===== src/design/jsu_pkg.sv =====
package jsu_pkg;

    localparam logic [1:0] ST_OPEN = 2'd0;
    localparam logic [1:0] ST_DONE = 2'd1;
    localparam logic [1:0] ST_ERR  = 2'd2;

    localparam logic [1:0] ROWS_ONE   = 2'd0;
    localparam logic [1:0] ROWS_TWO   = 2'd1;
    localparam logic [1:0] ROWS_THREE = 2'd2;

    typedef struct packed {
        logic [2:0][7:0] bytes;
        logic [1:0]      last_row;
        logic            byte_valid;
        logic [1:0]      status;
    } t_cmd;

endpackage


===== src/design/jsu_front.sv =====
module jsu_front
    import jsu_pkg::*;
(
    input  logic       i_clk,
    input  logic       i_rst_n,
    input  logic       s_axis_tvalid,
    output logic       s_axis_tready,
    input  logic [7:0] s_axis_tdata,
    input  logic       s_axis_tlast,
    output logic       o_push,
    output t_cmd       o_cmd,
    input  logic       i_full
);

    typedef enum logic [2:0] {
        PH_IDLE = 3'd0,
        PH_STR  = 3'd1,
        PH_ESC  = 3'd2,
        PH_HEX1 = 3'd3,
        PH_HEX2 = 3'd4,
        PH_HEX3 = 3'd5,
        PH_HEX4 = 3'd6
    } t_phase;

    t_phase      r_phase, n_phase;
    logic [15:0] r_accum, n_accum;

    logic [7:0]  c;
    logic        eoi;
    logic        hex_ok;
    logic [3:0]  hex_d;
    logic        esc_ok;
    logic [7:0]  esc_b;
    logic [15:0] code;
    logic        acc;

    assign c             = s_axis_tdata;
    assign eoi           = s_axis_tlast;
    assign s_axis_tready = !i_full;
    assign acc           = s_axis_tvalid && !i_full;
    assign o_push        = acc;
    assign code          = {r_accum[11:0], hex_d};

    always_comb begin
        hex_ok = 1'b1;
        hex_d  = 4'd0;
        if (c >= 8'h30 && c <= 8'h39) begin
            hex_d = c[3:0];
        end else if ((c >= 8'h61 && c <= 8'h66) || (c >= 8'h41 && c <= 8'h46)) begin
            hex_d = c[3:0] + 4'd9;
        end else begin
            hex_ok = 1'b0;
        end
    end

    always_comb begin
        esc_ok = 1'b1;
        case (c)
            8'h22:   esc_b = 8'h22;
            8'h5C:   esc_b = 8'h5C;
            8'h2F:   esc_b = 8'h2F;
            8'h62:   esc_b = 8'h08;
            8'h66:   esc_b = 8'h0C;
            8'h6E:   esc_b = 8'h0A;
            8'h72:   esc_b = 8'h0D;
            8'h74:   esc_b = 8'h09;
            default: begin
                esc_ok = 1'b0;
                esc_b  = 8'h00;
            end
        endcase
    end

    always_comb begin
        n_phase          = r_phase;
        n_accum          = r_accum;
        o_cmd.bytes      = '0;
        o_cmd.last_row   = ROWS_ONE;
        o_cmd.byte_valid = 1'b0;
        o_cmd.status     = ST_OPEN;
        unique case (r_phase)
            PH_STR: begin
                if (c == 8'h22) begin
                    o_cmd.status = ST_DONE;
                    n_phase      = PH_IDLE;
                end else if (eoi) begin
                    o_cmd.status = ST_ERR;
                    n_phase      = PH_IDLE;
                    n_accum      = '0;
                end else if (c == 8'h5C) begin
                    n_phase = PH_ESC;
                end else begin
                    o_cmd.bytes[0]   = c;
                    o_cmd.byte_valid = 1'b1;
                end
            end
            PH_ESC: begin
                if (c == 8'h75 && !eoi) begin
                    n_accum = '0;
                    n_phase = PH_HEX1;
                end else if (c != 8'h75 && esc_ok && !eoi) begin
                    o_cmd.bytes[0]   = esc_b;
                    o_cmd.byte_valid = 1'b1;
                    n_phase          = PH_STR;
                end else begin
                    o_cmd.status = ST_ERR;
                    n_phase      = PH_IDLE;
                    n_accum      = '0;
                end
            end
            PH_HEX1, PH_HEX2, PH_HEX3, PH_HEX4: begin
                if (!hex_ok || eoi) begin
                    o_cmd.status = ST_ERR;
                    n_phase      = PH_IDLE;
                    n_accum      = '0;
                end else if (r_phase != PH_HEX4) begin
                    n_accum = code;
                    n_phase = t_phase'(r_phase + 3'd1);
                end else begin
                    n_accum          = '0;
                    n_phase          = PH_STR;
                    o_cmd.byte_valid = 1'b1;
                    if (code < 16'h0080) begin
                        o_cmd.bytes[0] = code[7:0];
                    end else if (code < 16'h0800) begin
                        o_cmd.bytes[0] = 8'hC0 | {3'b000, code[10:6]};
                        o_cmd.bytes[1] = 8'h80 | {2'b00, code[5:0]};
                        o_cmd.last_row = ROWS_TWO;
                    end else begin
                        o_cmd.bytes[0] = 8'hE0 | {4'b0000, code[15:12]};
                        o_cmd.bytes[1] = 8'h80 | {2'b00, code[11:6]};
                        o_cmd.bytes[2] = 8'h80 | {2'b00, code[5:0]};
                        o_cmd.last_row = ROWS_THREE;
                    end
                end
            end
            default: begin
                if (c != 8'h22 || eoi) begin
                    o_cmd.status = ST_ERR;
                    n_phase      = PH_IDLE;
                    n_accum      = '0;
                end else begin
                    n_phase = PH_STR;
                end
            end
        endcase
    end

    always_ff @(posedge i_clk) begin
        if (!i_rst_n) begin
            r_phase <= PH_IDLE;
            r_accum <= '0;
        end else if (acc) begin
            r_phase <= n_phase;
            r_accum <= n_accum;
        end
    end

endmodule


===== src/design/jsu_queue.sv =====
module jsu_queue
    import jsu_pkg::*;
#(
    parameter int DEPTH = 4
) (
    input  logic i_clk,
    input  logic i_rst_n,
    input  logic i_push,
    input  t_cmd i_cmd,
    output logic o_full,
    output logic o_valid,
    output t_cmd o_cmd,
    input  logic i_pop
);

    localparam int PW = $clog2(DEPTH);
    localparam int CW = $clog2(DEPTH + 1);
    localparam logic [PW-1:0] LAST_PTR = PW'(DEPTH - 1);
    localparam logic [CW-1:0] FULL_CNT = CW'(DEPTH);

    t_cmd          r_mem [DEPTH];
    logic [PW-1:0] r_wr_ptr, r_rd_ptr;
    logic [CW-1:0] r_count;
    logic          do_push, do_pop;

    assign o_full  = (r_count == FULL_CNT);
    assign o_valid = (r_count != '0);
    assign o_cmd   = r_mem[r_rd_ptr];
    assign do_push = i_push && !o_full;
    assign do_pop  = i_pop && o_valid;

    always_ff @(posedge i_clk) begin
        if (do_push) begin
            r_mem[r_wr_ptr] <= i_cmd;
        end
    end

    always_ff @(posedge i_clk) begin
        if (!i_rst_n) begin
            r_wr_ptr <= '0;
            r_rd_ptr <= '0;
            r_count  <= '0;
        end else begin
            if (do_push) begin
                r_wr_ptr <= (r_wr_ptr == LAST_PTR) ? '0 : r_wr_ptr + 1'b1;
            end
            if (do_pop) begin
                r_rd_ptr <= (r_rd_ptr == LAST_PTR) ? '0 : r_rd_ptr + 1'b1;
            end
            if (do_push && !do_pop) begin
                r_count <= r_count + 1'b1;
            end else if (do_pop && !do_push) begin
                r_count <= r_count - 1'b1;
            end
        end
    end

endmodule


===== src/design/jsu_back.sv =====
module jsu_back
    import jsu_pkg::*;
(
    input  logic        i_clk,
    input  logic        i_rst_n,
    input  logic        i_valid,
    input  t_cmd        i_cmd,
    output logic        o_pop,
    output logic        m_axis_tvalid,
    input  logic        m_axis_tready,
    output logic [15:0] m_axis_tdata,
    output logic        m_axis_tuser,
    output logic        m_axis_tlast
);

    logic [1:0] r_row;
    logic       xfer;

    assign m_axis_tvalid = i_valid;
    assign m_axis_tdata  = {6'd0, i_cmd.status, i_cmd.bytes[r_row]};
    assign m_axis_tuser  = i_cmd.byte_valid;
    assign m_axis_tlast  = (r_row == i_cmd.last_row);
    assign xfer          = i_valid && m_axis_tready;
    assign o_pop         = xfer && m_axis_tlast;

    always_ff @(posedge i_clk) begin
        if (!i_rst_n) begin
            r_row <= '0;
        end else if (xfer) begin
            r_row <= m_axis_tlast ? 2'd0 : r_row + 2'd1;
        end
    end

endmodule


===== src/design/json_string_unescape.sv =====
// A transfer in is written into the queue, and its first result is driven from the queue head.
// Throughput: one input byte per cycle while each byte yields one result and the output is ready; a \uXXXX
// escape that closes into two or three UTF-8 bytes is sent as that many output rows.
// The queue absorbs short bursts; back-to-back three-byte escapes can fill it and stall input.
// The front phase logic, queue depth and output row counter set this behaviour.
// Reset: synchronous, active low; clears phase, hex accumulator, queue and row count.
module json_string_unescape
    import jsu_pkg::*;
#(
    parameter int QUEUE_DEPTH = 4
) (
    input  logic        i_clk,
    input  logic        i_rst_n,
    input  logic        s_axis_tvalid,
    output logic        s_axis_tready,
    input  logic [7:0]  s_axis_tdata,   // in_byte[7:0]
    input  logic        s_axis_tlast,
    output logic        m_axis_tvalid,
    input  logic        m_axis_tready,
    output logic [15:0] m_axis_tdata,   // out_byte[7:0], status[9:8], zero[15:10]
    output logic        m_axis_tuser,   // byte_valid[0]
    output logic        m_axis_tlast
);

    logic push, full, q_valid, pop;
    t_cmd front_cmd, head_cmd;

    jsu_front u_front (
        .i_clk         (i_clk),
        .i_rst_n       (i_rst_n),
        .s_axis_tvalid (s_axis_tvalid),
        .s_axis_tready (s_axis_tready),
        .s_axis_tdata  (s_axis_tdata),
        .s_axis_tlast  (s_axis_tlast),
        .o_push        (push),
        .o_cmd         (front_cmd),
        .i_full        (full)
    );

    jsu_queue #(
        .DEPTH (QUEUE_DEPTH)
    ) u_queue (
        .i_clk   (i_clk),
        .i_rst_n (i_rst_n),
        .i_push  (push),
        .i_cmd   (front_cmd),
        .o_full  (full),
        .o_valid (q_valid),
        .o_cmd   (head_cmd),
        .i_pop   (pop)
    );

    jsu_back u_back (
        .i_clk         (i_clk),
        .i_rst_n       (i_rst_n),
        .i_valid       (q_valid),
        .i_cmd         (head_cmd),
        .o_pop         (pop),
        .m_axis_tvalid (m_axis_tvalid),
        .m_axis_tready (m_axis_tready),
        .m_axis_tdata  (m_axis_tdata),
        .m_axis_tuser  (m_axis_tuser),
        .m_axis_tlast  (m_axis_tlast)
    );

endmodule


===== config.mk =====
export PLATFORM = sky130hd
export DESIGN_NAME = json_string_unescape
export DESIGN_NICKNAME = d
export VERILOG_FILES = /design/src/design/jsu_pkg.sv /design/src/design/jsu_front.sv /design/src/design/jsu_queue.sv /design/src/design/jsu_back.sv /design/src/design/json_string_unescape.sv
export SDC_FILE = /design/constraint.sdc
export NUM_CORES = 1
export LEC_CHECK = 0
export ABC_CLOCK_PERIOD_IN_PS = 6880
export BUFFER_PORTS_ARGS = -buffer_cell sky130_fd_sc_hd__buf_2
export CAP_MARGIN = 40
export CORE_UTILIZATION = 50
export DETAILED_ROUTE_END_ITERATION = 7
export HOLD_SLACK_MARGIN = 0.06
export PLACE_DENSITY_LB_ADDON = 0.25
export SLEW_MARGIN = 20
export SYNTH_ARGS = -nofsm -noshare
export SYNTH_HDL_FRONTEND = slang
export SYNTH_SLANG_ARGS = --single-unit

===== constraint.sdc =====
create_clock -name i_clk -period 6.88 [get_ports i_clk]
set_input_delay 0.344 -clock i_clk [delete_from_list [all_inputs] [get_ports i_clk]]
set_output_delay 0.344 -clock i_clk [all_outputs]
set_load 0.01 [all_outputs]

==> results of run 1 <==
## final cells by class
| type | count | area [µm²] | share of cell area [%] |
|---|---|---|---|
| sequential | 130 | 3640 | 51.3 |
| multi-input combinational | 296 | 2350 | 33.1 |
| clock buffer | 18 | 429 | 6.04 |
| timing repair buffer | 34 | 214 | 3.01 |
| tap | 168 | 210 | 2.96 |
| clock inverter | 14 | 185 | 2.61 |
| inverter | 18 | 67.6 | 0.952 |
## registers in the layout, indices dropped and copies added (netlist names), named ones only
register	flops
u_back.r_row	2
u_front.r_accum	12
u_front.r_phase	3
u_queue.r_count	3
u_queue.r_mem	104
u_queue.r_rd_ptr	2
u_queue.r_wr_ptr	2
## layer usage
| metal | up-vias | wire (µm) | global-route usage, % |
|---|---|---|---|
| li1 | 1839 | - | - |
| met1 | 1974 | 5340 | 26.9 |
| met2 | 128 | 6350 | 35.1 |
| met3 | 15 | 689 | 5.37 |
| met4 | 0 | 274 | 10.6 |
| met5 | - | 0 | 0 |
## kinds of logic after synthesis
kind of cell	synth area share, %
and+or+nand+nor	14.1
buffers and inverters	4.12
DFF	58.5
AOI/OAI and AO/OA	7.82
xor gates and xnor gates	0.703
adders and majority gates	2.33
other	0.0602
muxes	12.3
## stage by stage
step	cell area (µm²)	total power [W]
global placement	6440	0.00138
floorplan	6240	0.00127
detailed placement	6490	0.00140
CTS	7100	0.00233
finish	7100	0.00231
global route	7100	0.00241
## worst register-to-register path: cells and delay by family (launching register included)
family | cells | cell delay [ns]
fa+ha+maj | 2 | 0.60
xor+xnor | 2 | 0.34
flops | 1 | 0.69
buf+inv | 1 | 0.06
simple gates | 3 | 0.59
compound gates | 1 | 0.19
mux | 1 | 0.58
## final timing paths
path / to / depth (start not counted) / from / slack (ns)
worst min-delay path: u_back.r_row[0]$_SDFFE_PN0P_ / 4 / m_axis_tready / 0.34
worst max register to register: u_queue.r_count[2]$_SDFFE_PN0P_ / 10 / flip-flop / 3.74
worst max-delay path: u_queue.r_count[2]$_SDFFE_PN0P_ / 10 / flip-flop / 3.74
worst min register to register: u_front.r_accum[11]$_SDFFE_PN0P_ / 2 / u_front.r_accum[11]$_SDFFE_PN0P_ / 0.50
## cells in the mapped netlist (3+ instances only)
library cell / count
edfxtp_1: 104
nand2_1: 47
dfxtp_1: 26
mux4_2: 26
nor2_1: 23
inv_1: 18
mux2i_1: 18
a21oi_1: 17
clkbuf_1: 15
o21ai_0: 14
and3_1: 10
ha_1: 10
nand3_1: 10
o22ai_1: 10
and2_1: 9
nand2b_1: 9
nor2b_1: 9
buf_4: 6
nand4_1: 6
buf_6: 5
nor3_1: 5
nor4_1: 5
buf_2: 4
o221ai_1: 4
xor2_1: 4
buf_1: 3
o21ai_1: 3
or3_1: 3
or3b_2: 3
## power groups by stage
stage / Combinational (W) / Clock, W / Sequential, W
floorplan: 0.000316 / 0 / 0.000955
global placement: 0.000383 / 0 / 0.000997
detailed placement: 0.000415 / 0 / 0.000990
CTS: 0.000418 / 0.000938 / 0.000974
global route: 0.000452 / 0.000973 / 0.000981
finish: 0.000412 / 0.000927 / 0.000972
==> reports/metrics.cfg, run 1 <==
[final_layout]
final_cell_mix=104 x edfxtp_1, 47 x nand2_1, 26 x mux4_2, 26 x buf_2, 25 x dfxtp_1
n_antenna_cell=0
utilization_pct=58.9
fin_cells=678
layout-drive-gt1-share_pct=20.8
area_growth_pct=14.0
final_net_count=521
final_common_cell=edfxtp_1
n_fill_cell=949

[pwr]
power_frac_clock_pct=40.1
p_comb_share_pct=17.8
power_density_nw_per_um2=325
intPower_w=0.00172
power_switching_share_pct=25.6
ir_worst_vdd_mv=0.222
power_switching_w=0.000592
p_leak_nw=2.46
seqPwrFrac_pct=42.1

[drt]
routedWlPerCell_um=18.7
vias_per_cell=5.83
dr.pass1.iters=5
num_vias=3956
drtAntennaViolNets=0
routed_wl_um=12700
remaining_drc_errors=0
drt_iter0_drc=288

[worst_setup_path]
cp_slowest_stage_delay_ns=0.69
endpoint_kind=flip-flop
cpMostUsedCell=xor2_1
worstPathMaxFanout=14
slowest_stage=dfxtp_2
critical_path_class=flip-flop to flip-flop
crit_buf_inv=1
worst_ep_arrival_time_ns=3.47
cp_top_family=flip-flops
required_ns=7.21
cp-start-kind=flip-flop
crit_chain=mux4_2 > xor2_1 > nor2_1 > nand2_1 > ha_1 > inv_1 > fa_1 > xor2_1 > or3_1 > a21boi_0

[timing]
timing.final.crit_share_pct=45.6
max_freq_mhz=319
fin_skew_ns=0.00616
slew_headroom_pct=45.1
finalSetupViolCount=0
worst_pin_slew_ns=0.821
final_hold_viol_count=0
rsz0062_at_grt=no
timing.hold.ws_ns=0.341
maxSlewViolCount=0
period_needed_ns=3.14
fin_ws_ns=3.74
setup_tns_ns=0

[placed_design]
place_ws_ns=3.74
dp_hpwl_um=8140
io_buffers=26
gp_congestion=0.871
dpl.cell_count=646

[clock_network]
cts_resized=0
clkLatencyLatePin_ns=0.42
cts_root_buffer=clkbuf_16
clkSlewWorstSetupHoldPaths_ns=0.05
clockBufferDepth=2
post_cts_buffers=0
htreeDepth=4
holdBufCountCts=0
cts_tree=yes
cts_sinks=130
cts_inserted_buffers=17

[grt]
grt_pass1_vias=3838
grt_max_degree=30
gr-total-overflow=0
grt_util_all_layers_pct=21.5
antenna_found_initial=0
grt_pass1_wl_um=20200

[yosys]
ys_types=65
async_flop_share_pct=0
ys_warn_count=0
synth-edff-count=104
synthCells=472
synth_area_per_cell_um2=13.2
synth_top_area_share_pct=50.2
netlist_area_um2=6230
ys_ff_latch=130
synthFlopType=edfxtp_1
synth_area_leaders=edfxtp_1 50%, mux4_2 9.4%, dfxtp_1 8.4%
ys_seq_area_share_pct=58.5
synth_area_leader_cell=edfxtp_1

[job]
maxCapViolations=0

[floorplan]
die_w_um=114
die_area_um2=12900
rows=40
coreArea_um2=12100
die_height_um=114
start_util_pct=51.6
io_pins=33

[min_path]
hp-class=primary input to flip-flop

[status]
outcome=finished clean

(Power assumes the default switching activity.)
==> inputs of run 2 (changes only) <==
--- a/config.mk
+++ b/config.mk
@@ -5,7 +5,7 @@
 export SDC_FILE = /design/constraint.sdc
 export NUM_CORES = 1
 export LEC_CHECK = 0
-export ABC_CLOCK_PERIOD_IN_PS = 6880
+export ABC_CLOCK_PERIOD_IN_PS = 2900
 export BUFFER_PORTS_ARGS = -buffer_cell sky130_fd_sc_hd__buf_2
 export CAP_MARGIN = 40
 export CORE_UTILIZATION = 50
==> constraint.sdc (replaced) <==
create_clock -name i_clk -period 2.9 [get_ports i_clk]
set_input_delay 0.145 -clock i_clk [delete_from_list [all_inputs] [get_ports i_clk]]
set_output_delay 0.145 -clock i_clk [all_outputs]
set_load 0.01 [all_outputs]
==> run 2 against run 1 <==
Net effect: sequential cell count is the same; clock skew grew 0.0041 ns; clock power grew 140%; critical path type unchanged; largest cell class unchanged; largest power group unchanged.
==> reports/metrics.cfg, run 2 (synthesis gave the netlist of run 1 again) <==
[worst_setup_path]
rrSetupSlack_ns=0.23  ; was 3.74 ns
worst_ep_arrival_time_ns=3.00  ; was 3.47 ns
endpoint_kind=flip-flop  ; unchanged
crit_chain=mux4_2 > xor2_1 > nor2_1 > nand2_1 > ha_1 > inv_1 > fa_1 > xor2_1 > or3_1 > a21boi_0  ; unchanged
required_ns=3.23  ; was 7.21 ns
cp-start-kind=flip-flop  ; unchanged
slowest_stage=mux4_2  ; was dfxtp_2
critical_path_class=flip-flop to flip-flop  ; unchanged
crit_buf_inv=1  ; unchanged
cp_top_family=adder cells  ; was flip-flops
worstPathMaxFanout=5  ; was 14
cpMostUsedCell=xor2_1  ; unchanged
cp_slowest_stage_delay_ns=0.53  ; was 0.69 ns

[grt]
grt_pass1_vias=3768  ; was 3838
gr-total-overflow=0  ; unchanged
grt_util_all_layers_pct=21.3  ; was 21.5%
antenna_found_initial=0  ; unchanged
grt_pass1_wl_um=20200  ; about the same
grt_max_degree=30  ; unchanged

[clock_network]
cts_resized=0  ; unchanged
clockBufferDepth=2  ; unchanged
htreeDepth=4  ; unchanged
cts_tree=yes  ; unchanged
cts_inserted_buffers=17  ; unchanged
cts_root_buffer=clkbuf_16  ; unchanged
cts_sinks=130  ; unchanged
holdBufCountCts=0  ; unchanged
post_cts_buffers=0  ; unchanged
clkSlewWorstSetupHoldPaths_ns=0.06  ; was 0.05 ns
clkLatencyLatePin_ns=0.42  ; about the same

[pwr]
ir_worst_vdd_mv=0.390  ; was 0.222 mV
p_leak_nw=2.51  ; was 2.46 nW
p_comb_share_pct=18.7  ; was 17.8%
power_density_nw_per_um2=775  ; was 325 nW/µm²
intPower_w=0.00410  ; was 0.00172 W
seqPwrFrac_pct=40.6  ; was 42.1%
power_frac_clock_pct=40.6  ; was 40.1%
power_switching_w=0.00145  ; was 0.000592 W
power_switching_share_pct=26.1  ; was 25.6%

[drt]
drt_iter0_drc=382  ; was 288
vias_per_cell=5.68  ; was 5.83
dr.pass1.iters=5  ; unchanged
routed_wl_um=12800  ; was 12700 µm
routedWlPerCell_um=18.6  ; was 18.7 µm
num_vias=3902  ; was 3956
remaining_drc_errors=0  ; unchanged
drtAntennaViolNets=0  ; unchanged

[floorplan]
die_height_um=114  ; unchanged
die_area_um2=12900  ; unchanged
rows=40  ; unchanged
start_util_pct=51.6  ; unchanged
io_pins=33  ; unchanged
coreArea_um2=12100  ; unchanged
die_w_um=114  ; unchanged

[final_layout]
seqCellArea_um2=3640  ; unchanged
top_regs=u_queue.r_mem: 104 flops, u_front.r_accum: 12 flops  ; unchanged
utilization_pct=59.3  ; was 58.9%
top_register=u_queue.r_mem  ; unchanged
final_common_cell=edfxtp_1  ; unchanged
area_growth_pct=14.9  ; was 14.0%
final_net_count=530  ; was 521
largest_register_ffs=104  ; unchanged
layout-drive-gt1-share_pct=22.5  ; was 20.8%
n_fill_cell=921  ; was 949
final_cell_mix=104 x edfxtp_1, 47 x nand2_1, 27 x buf_2, 26 x mux4_2, 25 x dfxtp_1  ; was 104 x edfxtp_1, 47 x nand2_1, 26 x mux4_2, 26 x buf_2, 25 x dfxtp_1
multiInputGateArea_um2=2340  ; was 2350 µm²
n_antenna_cell=0  ; unchanged

[min_path]
hp-class=primary input to flip-flop  ; unchanged

[job]
maxCapViolations=0  ; unchanged

[timing]
slew_headroom_pct=48.0  ; was 45.1%
final_hold_viol_count=0  ; unchanged
worst_pin_slew_ns=0.772  ; was 0.821 ns
max_freq_mhz=375  ; was 319 MHz
rsz0062_at_grt=no  ; unchanged
setup_tns_ns=0  ; unchanged
maxSlewViolCount=0  ; unchanged
period_needed_ns=2.67  ; was 3.14 ns
timing.final.crit_share_pct=92.0  ; was 45.6%
fin_skew_ns=0.0102  ; was 0.00616 ns
finalSetupViolCount=0  ; unchanged

[placed_design]
io_buffers=26  ; unchanged
dp_hpwl_um=8550  ; was 8140 µm
gp_congestion=0.880  ; was 0.871

[status]
outcome=finished clean  ; unchanged

run 2: cell types whose count changed in the layout (fill, tap and decap cells not counted), sizes merged:
| cell | change |
|---|---|
| clkbuf | -1 |
| inv | +3 |
| clkinv | -2 |
| buf | +9 |
run 2: metrics by stage:
| step | power [W] | hold WS (ns) | instances | setup WS [ns] | cell area [µm²] |
|---|---|---|---|---|---|
| floorplan | 0.00301 | 0.371 | 477 | 0.0105 | 6240 |
| global placement | 0.00332 | 0.476 | 654 | 0.390 | 6520 |
| detailed placement | 0.00334 | 0.483 | 655 | 0.288 | 6520 |
| CTS | 0.00558 | 0.115 | 687 | 0.196 | 7150 |
| global route | 0.00576 | 0.169 | 687 | 0.0101 | 7150 |
| finish | 0.00554 | 0.125 | 687 | 0.231 | 7150 |
run 2: cell type report:
cell class	count	share of cell area, %
Multi-Input combinational cell	296	32.8
Inverter	18	0.945
Clock inverter	15	2.85
Tap cell	168	2.94
Sequential cell	130	51.0
Timing Repair Buffer	43	3.57
Clock buffer	17	5.95
run 2: power by group through the flow:
stage               registers (W)  clock network [W]  logic, W
finish                    0.00225            0.00225   0.00104
global route              0.00227            0.00235   0.00114
CTS                       0.00225            0.00228   0.00106
detailed placement        0.00229                  0   0.00105
global placement          0.00228                  0   0.00104
floorplan                 0.00226                  0  0.000749
run 2: final timing paths:
| kind | cells past startpoint | to | startpoint |
|---|---|---|---|
| setup reg to reg | 10 | u_queue.r_count[2]$_SDFFE_PN0P_ | flip-flop |
| hold / removal | 4 | u_back.r_row[0]$_SDFFE_PN0P_ | m_axis_tready |
| setup / recovery | 10 | u_queue.r_count[2]$_SDFFE_PN0P_ | flip-flop |
| hold reg to reg | 2 | u_front.r_accum[10]$_SDFFE_PN0P_ | u_front.r_accum[10]$_SDFFE_PN0P_ |
run 2: tightest hold or removal path, stage by stage:
cell and delay, ns:
buf_2 0.10, nand2_1 0.09, a21oi_1 0.07, nor2b_1 0.09
run 2: metal layers:
| layer | track usage, % | share of wire [%] |
|---|---|---|
| met4 | 8.16 | 2.0 |
| met1 | 28.0 | 45 |
| met3 | 5.26 | 4.6 |
| met5 | 0 | 0 |
| met2 | 34.1 | 48 |
==> inputs of run 3 (changes only) <==
--- a/config.mk
+++ b/config.mk
@@ -10,7 +10,7 @@
 export CAP_MARGIN = 40
 export CORE_UTILIZATION = 50
 export DETAILED_ROUTE_END_ITERATION = 7
-export HOLD_SLACK_MARGIN = 0.06
+export HOLD_SLACK_MARGIN = 0.15
 export PLACE_DENSITY_LB_ADDON = 0.25
 export SLEW_MARGIN = 20
 export SYNTH_ARGS = -nofsm -noshare
==> run 3 against run 2 <==
Net effect: combinational power about the same; largest power group unchanged; highest routed layer unchanged; critical path depth is the same; power is essentially flat; final cell count rose by 0.15%.
==> reports/metrics.cfg, run 3 (synthesis gave the netlist of run 1 again) <==
[status]
outcome=finished clean  ; unchanged

[grt]
grt_max_degree=30  ; unchanged
gr-total-overflow=0  ; unchanged
grt_util_all_layers_pct=21.3  ; unchanged
antenna_found_initial=0  ; unchanged
grt_pass1_wl_um=20200  ; unchanged
grt_pass1_vias=3770  ; was 3768

[worst_setup_path]
worstPathMaxFanout=5  ; unchanged
r2r_cells=10  ; unchanged
required_ns=3.23  ; about the same
cpMostUsedCell=xor2_1  ; unchanged
worst_ep_arrival_time_ns=3.00  ; about the same
crit_chain=mux4_2 > xor2_1 > nor2_1 > nand2_1 > ha_1 > inv_1 > fa_1 > xor2_1 > or3_1 > a21boi_0  ; unchanged
crit_cells=10  ; unchanged
r2r_end=u_queue.r_count[2]$_SDFFE_PN0P_  ; unchanged
slowest_stage=mux4_2  ; unchanged
cp-start-kind=flip-flop  ; unchanged
endpoint_kind=flip-flop  ; unchanged
critical_path_class=flip-flop to flip-flop  ; unchanged
crit_buf_inv=1  ; unchanged
cp_slowest_stage_delay_ns=0.53  ; about the same
rrSetupSlack_ns=0.23  ; about the same
cp_top_family=adder cells  ; unchanged

[timing]
maxSlewViolCount=0  ; unchanged
max_freq_mhz=374  ; was 375 MHz
setup_tns_ns=0  ; unchanged
worst_pin_slew_ns=0.729  ; was 0.772 ns
final_hold_viol_count=0  ; unchanged
slew_headroom_pct=50.9  ; was 48.0%
period_needed_ns=2.67  ; about the same
fin_skew_ns=0.0103  ; was 0.0102 ns
rsz0062_at_grt=no  ; unchanged
finalSetupViolCount=0  ; unchanged
timing.final.crit_share_pct=92.1  ; was 92.0%

[drt]
dr.pass1.iters=5  ; unchanged
highest_layer=met4  ; unchanged
drt_iter0_drc=424  ; was 382
drtAntennaViolNets=0  ; unchanged
vias_per_cell=5.62  ; was 5.68
dr_wl_met2_um=6170  ; about the same
wl_met3_um=685  ; was 589 µm
num_vias=3869  ; was 3902
met1_length_um=5690  ; was 5740 µm
routedWlPerCell_um=18.5  ; was 18.6 µm
routed_wl_um=12700  ; was 12800 µm
remaining_drc_errors=0  ; unchanged

[min_path]
worstHoldEndpoint=u_front.r_phase[2]$_SDFFE_PN0P_  ; was u_back.r_row[0]$_SDFFE_PN0P_
hp-class=primary input to flip-flop  ; unchanged
hp-start=s_axis_tlast  ; was m_axis_tready
min_path_cells=4  ; unchanged

[clock_network]
htreeDepth=4  ; unchanged
cts_inserted_buffers=17  ; unchanged
holdBufCountCts=1  ; was 0
cts_root_buffer=clkbuf_16  ; unchanged
clkLatencyLatePin_ns=0.41  ; was 0.42 ns
clockBufferDepth=2  ; unchanged
post_cts_buffers=0  ; unchanged
cts_resized=0  ; unchanged
cts_sinks=130  ; unchanged
clkSlewWorstSetupHoldPaths_ns=0.06  ; about the same
cts_tree=yes  ; unchanged

[floorplan]
coreArea_um2=12100  ; unchanged
start_util_pct=51.6  ; unchanged
rows=40  ; unchanged
die_height_um=114  ; unchanged
die_w_um=114  ; unchanged
io_pins=33  ; unchanged
die_area_um2=12900  ; unchanged

[final_layout]
final_net_count=531  ; was 530
largest_register_ffs=104  ; unchanged
design_area_um2=7160  ; was 7150 µm²
final_cell_mix=104 x edfxtp_1, 47 x nand2_1, 27 x buf_2, 26 x mux4_2, 25 x dfxtp_1  ; unchanged
layout-drive-gt1-share_pct=22.5  ; about the same
top_regs=u_queue.r_mem: 104 flops, u_front.r_accum: 12 flops  ; unchanged
fin_cells=688  ; was 687
area_growth_pct=15.0  ; was 14.9%
n_antenna_cell=0  ; unchanged
top_register=u_queue.r_mem  ; unchanged
utilization_pct=59.4  ; was 59.3%
final_common_cell=edfxtp_1  ; unchanged

[placed_design]
dp_hpwl_um=8550  ; unchanged
gp_congestion=0.880  ; unchanged
placed_area_um2=6520  ; unchanged
dpl.cell_count=655  ; unchanged
io_buffers=26  ; unchanged

[pwr]
ir_worst_vdd_mv=0.387  ; was 0.390 mV
p_leak_nw=2.51  ; about the same
power_density_nw_per_um2=773  ; was 775 nW/µm²

[job]
maxCapViolations=0  ; unchanged

run 3: how the worst max path moves through the flow:
| stage | to |
|---|---|
| final | u_queue.r_count[2]$_SDFFE_PN0P_ |
| after CTS | u_queue.r_count[2]$_SDFFE_PN0P_ |
| after detailed placement | u_queue.r_mem[1][9]$_DFFE_PP_ |
| after floorplan | u_queue.r_count[2]$_SDFFE_PN0P_ |
| after global routing | u_queue.r_count[2]$_SDFFE_PN0P_ |
| after global placement | u_queue.r_mem[0][8]$_DFFE_PP_ |
run 3: cell type report:
type | instances | area [µm²]
Fill cell | 920 | 4900
Sequential cell | 130 | 3640
Multi-Input combinational cell | 296 | 2340
Clock buffer | 17 | 425
Timing Repair Buffer | 44 | 265
Tap cell | 168 | 210
Clock inverter | 15 | 204
Inverter | 18 | 67.6
run 3: where the power goes:
part / internal [W] / switching, W
Combinational: 0.000465 / 0.000571
Clock: 0.00145 / 0.000804
Sequential: 0.00218 / 0.0000666
run 3: worst min-delay path, cell delays in order:
cell and delay [ns]:
buf_2 0.19, nor2_1 0.07, nand4_1 0.08, o21ai_0 0.08
run 3: per-layer routing:
metal | up-vias | GRT usage, %
met2 | 110 | 34.1
li1 | 1855 | -
met3 | 10 | 5.26
met1 | 1894 | 28.0
met5 | - | 0
met4 | 0 | 8.16
run 3: stage by stage:
stage	worst slack (ns)	hold WS, ns	power [W]
CTS	0.196	0.187	0.00559
global placement	0.390	0.476	0.00332
detailed placement	0.288	0.483	0.00334
floorplan	0.0105	0.371	0.00301
finish	0.229	0.205	0.00554
global route	0.0101	0.226	0.00577
